--- src/rtl/bft_pkg.sv ---
`timescale 1ns / 1ps
// bft_pkg: shared types and constants of the byte frequency top list block
// no dependencies

package bft_pkg;

  localparam int TopEntriesDef = 10;
  localparam int CountBitsDef  = 32;
  localparam int TableDepth    = 256;
  localparam int SymW          = 8;
  localparam int RankW         = 4;
  localparam int OccW          = 32;
  localparam int DistW         = 9;

  typedef enum logic {
    KIND_COUNT  = 1'b0,
    KIND_REPORT = 1'b1
  } kind_e;

  typedef enum logic [4:0] {
    ST_IDLE   = 5'b00001,
    ST_READ   = 5'b00010,
    ST_PLACE  = 5'b00100,
    ST_BUBBLE = 5'b01000,
    ST_REPORT = 5'b10000
  } state_e;

  typedef struct packed {
    kind_e             kind;
    logic [SymW-1:0]   byte_value;
  } in_word_t;

  typedef struct packed {
    logic [RankW-1:0]  rank;
    logic [SymW-1:0]   symbol;
    logic [OccW-1:0]   occurrences;
    logic [DistW-1:0]  distinct_total;
    logic              list_empty;
    logic              last;
  } out_word_t;

endpackage

--- src/rtl/bft_rank_cmp.sv ---
`timescale 1ns / 1ps
// bft_rank_cmp: shared rank comparator, higher count wins, smaller byte on a tie
// uses bft_pkg

module bft_rank_cmp
  import bft_pkg::*;
#(
  parameter int COUNT_BITS = CountBitsDef
) (
  input  logic [COUNT_BITS-1:0] a_cnt_i,
  input  logic [SymW-1:0]       a_sym_i,
  input  logic [COUNT_BITS-1:0] b_cnt_i,
  input  logic [SymW-1:0]       b_sym_i,
  output logic                  a_wins_o
);

  assign a_wins_o = (a_cnt_i > b_cnt_i) || ((a_cnt_i == b_cnt_i) && (a_sym_i < b_sym_i));

endmodule

--- config.mk ---
export PLATFORM = sky130hd
export DESIGN_NAME = bft_rank_cmp
export DESIGN_NICKNAME = d
export VERILOG_FILES = /design/src/rtl/bft_pkg.sv /design/src/rtl/bft_rank_cmp.sv
export SDC_FILE = /design/constraint.sdc
export NUM_CORES = 1
export LEC_CHECK = 0
export CORE_UTILIZATION = 26
export DETAILED_ROUTE_END_ITERATION = 16
export DONT_BUFFER_PORTS = 1
export SLEW_MARGIN = 20
export SYNTH_ARGS = -nofsm -noshare
export SYNTH_HDL_FRONTEND = slang
export SYNTH_SLANG_ARGS = --single-unit
--- constraint.sdc ---
create_clock -name vclk -period 8.5
set_clock_uncertainty 0.2 [all_clocks]
set_input_delay 2.55 -clock vclk [all_inputs]
set_output_delay 2.55 -clock vclk [all_outputs]
set_load 0.01 [all_outputs]
After elaboration in Yosys (flattened, before gate mapping)
Index checks and enable logic that the tools add are counted.
{ "word_totals": {"register_bits": 0, "out_inout_bits": 1, "word_cells": 5} }
{ "classes": {"magnitude_cmp": 2, "n_eq_ne": 1, "n_reduce_logical": 2} }
{ "op_table": {"columns": ["op", "count"], "rows": [
  ["equality test 32 bit", 1],
  ["> comparator 32 bit", 1],
  ["< comparator 8 bit", 1],
  ["logical AND 1 bit", 1],
  ["logical OR 1 bit", 1]
]} }

Logic depth before layout (Yosys ltp)
{ "logic_depth": {"word_depth": 3, "mapped_depth": 8, "mapped_depth_nobuf": 8} }

Worst setup path after synthesis
OpenSTA, ideal clock, no wires.
{ "synth_timing": {"path_type": "input -> output", "from": "input a_cnt_i[0]", "to": "output a_wins_o", "arrival_ns": 3.846, "required_ns": 5.750, "path_slack_ns": 1.904, "path_stages": 8, "path_buffers": 0, "cell_sequence": "inv_1 -> ha_1 -> nand2b_4 -> a211oi_2 -> o21bai_1 -> a221o_1 -> a211oi_1 -> a41oi_1"} }
{ "synth_between": {"elab_chain_len": 3} }
{ "synth_rtl": {"columns": ["item", "line", "source"], "rows": [
  ["start, declared", "bft_rank_cmp.sv:10", "input logic [COUNT_BITS-1:0] a_cnt_i,"],
  ["branches (longest 2 deep; another with > comparator 32 bit)", null, null],
  ["logical OR 1 bit (*)", "bft_rank_cmp.sv:17", "assign a_wins_o = (a_cnt_i > b_cnt_i) || ((a_cnt_i == b_cnt_i) && (a_sym_i < b_sym_i));"],
  ["end, declared", "bft_rank_cmp.sv:14", "output logic a_wins_o"]
]} }
Mark *: on every way between the ends.

Worst setup path after layout
{ "layout_timing": {"from": "input b_cnt_i[30]", "to": "output a_wins_o"} }
{ "layout_between": {"elab_chain_len": 3} }
{ "layout_rtl": {"columns": ["item", "line", "source"], "rows": [
  ["start, declared", "bft_rank_cmp.sv:12", "input logic [COUNT_BITS-1:0] b_cnt_i,"],
  ["branches (longest 2 deep; another with > comparator 32 bit)", null, null],
  ["logical OR 1 bit (*)", "bft_rank_cmp.sv:17", null]
]} }
Marks and branches as above.

==> impl_metrics.csv <==
group,metric,value,unit
run_status,status,"complete, no violations",
yosys,yosysWarnings,0,
timing,worst_slack,1.71,ns
die,row_count,22,
timing,setup_violations,0,
routing,vias,895,
yosys,synth_area_leaders,"ha_1 (48%), inv_1 (15%), a21oi_1 (6.0%)",
timing,relSlewSlack,0.733,
power,intPower,20.5,uW
timing,worstMarginPinSlew,0.396,ns
clock_network,post_cts_resized,0,
worst_setup_path,worstPathRequired,5.75,ns
global_routing,antenna_found_initial,0,
timing,hold_viol_final,0,
placed_design,numPortBuffers,0,
routing,drtIter0Drc,4,
cells_and_area,finalNetCount,257,
routing,ant_nets,0,
worst_setup_path,crit_arrival,4.04,ns
power,finalPower,41.9,uW
routing,drt-wirelength-per-cell,10.8,um
worst_hold_path,hp-class,"in -> out",
power,p_leak,0.652,nW
cells_and_area,fillerInstances,416,
yosys,avgSynthCellArea,7.41,sq um
power,switchingPower,21.4,uW
die,initial_utilization,0.273,
timing,drv_slew,0,
worst_setup_path,endpoint_kind,"output port",
die,io_pins,81,
placed_design,gp_congestion,0.681,
timing,rsz0062_at_grt,"no",
yosys,syn_inst,136,
cells_and_area,mostFrequentLayoutCells,"inv_1 (39), ha_1 (39), a21oi_1 (12), nand2_1 (7), a21o_1 (6)",
yosys,synth_top_area_share,0.484,
worst_setup_path,crit_type,"in -> out",
global_routing,gr-total-overflow,0,
timing,post-route-min-period,6.79,ns
cells_and_area,num_antenna_cells,0,
power,peakVddDrop,0.00954,mV
routing,wirelength,1990,um
cells_and_area,fin_cells,184,
timing,fin_crit_sh,0.799,
routing,avgViaCountPerCell,4.86,
yosys,ys_seq_area_frac,0,
yosys,synthDistinctLibCells,26,
global_routing,grt_pass1_vias,875,
cells_and_area,nClkBuffers,0,
clock_network,hold_buffers,0,
global_routing,track_usage,0.0939,
yosys,netlist_area,0.00101,sq mm
die,die_w,64.2,um
cells_and_area,area_growth,5.96,%
die,dieArea,0.00413,sq mm
placed_design,place_ws,1.65,ns
routing,drc,0,
power,combPwrFrac,1.000,
cells_and_area,regArea,0,sq um
power,swShare,0.511,
global_routing,grt_pass1_wl,3270,um
job,drv_cap,0,
clock_network,post_cts_buffers,0,
die,fp.coreArea,0.00369,sq mm
placed_design,dp_hpwl,1970,um
timing,setup_tns,0,ns
routing,drt_first_pass_iters,4,
placed_design,dp.cells,184,
worst_setup_path,worst-path-max-fanout,4,
cells_and_area,flops_and_latches,0,
yosys,mappedNetlistNets,255,
worst_setup_path,startpoint_type,"input pin",
yosys,yosysTopAreaCell,"ha_1",
power,power.share.sequential,0,
die,die_height,64.2,um
power,powerDensity,39.3,mW/mm^2
power,pwr-share-clk,0,
timing,max_freq,0.147,GHz
cells_and_area,drive_gt1_frac,0.0368,
global_routing,grt_max_degree,5,
## area by class of cell
type                       count  area [sq um]  area share
inverter                      39           146       0.137
multi-input combinational     97           861       0.807
tap                           48          60.1      0.0563
## cells by family (layout without fill, tap and decap cells)
kind of cell,after synthesis,in the layout,synth area share
buffers and inverters,39,39,0.145
AOI/OAI and AO/OA,32,32,0.206
adders and majority gates,39,39,0.484
and+or+nand+nor,26,26,0.164
## final timing paths
kind	from	to	slack [ns]	cells after the start
setup / recovery	b_cnt_i[30]	a_wins_o	1.71	7
hold / removal	a_sym_i[7]	a_wins_o	5.33	4
## power groups by stage
stage	Combinational, mW	Sequential (mW)	Clock [mW]
2_1_floorplan	0.0347	0	0
3_3_place_gp	0.0422	0	0
3_5_place_dp	0.0428	0	0
4_1_cts	0.0432	0	0
5_1_grt	0.0504	0	0
6_report	0.0419	0	0
## metrics by stage
step	utilization	hold slack, ns	instance area (sq um)
6_report	0.289	5.33	1070
2_1_floorplan	-	5.28	1010
5_1_grt	0.289	5.41	1070
3_3_place_gp	0.289	5.36	1070
4_1_cts	0.289	5.36	1070
3_5_place_dp	0.289	5.36	1070
## per-layer routing
metal,vias up,part of all wire,global-route usage
met5,-,0,0
met4,0,0,0
met3,0,0.095,0.0214
met2,46,0.49,0.182
met1,371,0.41,0.109
li1,478,-,-
## worst max-delay path: stages
cell	delay (ns)
inv_1	0.02
ha_1	0.31
nand4_2	0.16
nor3_1	0.26
nor4b_1	0.35
a211oi_1	0.09
a41oi_1	0.31
## Yosys cell counts
| master | count |
|---|---|
| a41oi_1 | 1 |
| and4_2 | 1 |
| a221oi_1 | 1 |
| a21oi_1 | 12 |
| o21bai_1 | 1 |
| ha_1 | 39 |
| o21ai_1 | 1 |
| nand2_1 | 7 |
| a211oi_2 | 1 |
| nand2b_4 | 1 |
| a211oi_1 | 2 |
| nor4_1 | 1 |
| nand4_1 | 4 |
| inv_1 | 39 |
| a221o_1 | 1 |
| nand4_2 | 2 |
| and4_1 | 2 |
| o211ai_1 | 1 |
| nor3_1 | 1 |
| a21o_1 | 6 |
| nor4b_1 | 1 |
| nand3_1 | 2 |
| a22oi_1 | 1 |
| nand2b_1 | 1 |
| nor2_1 | 3 |
| o21ai_0 | 4 |
Power figures use the tool's default switching activity.
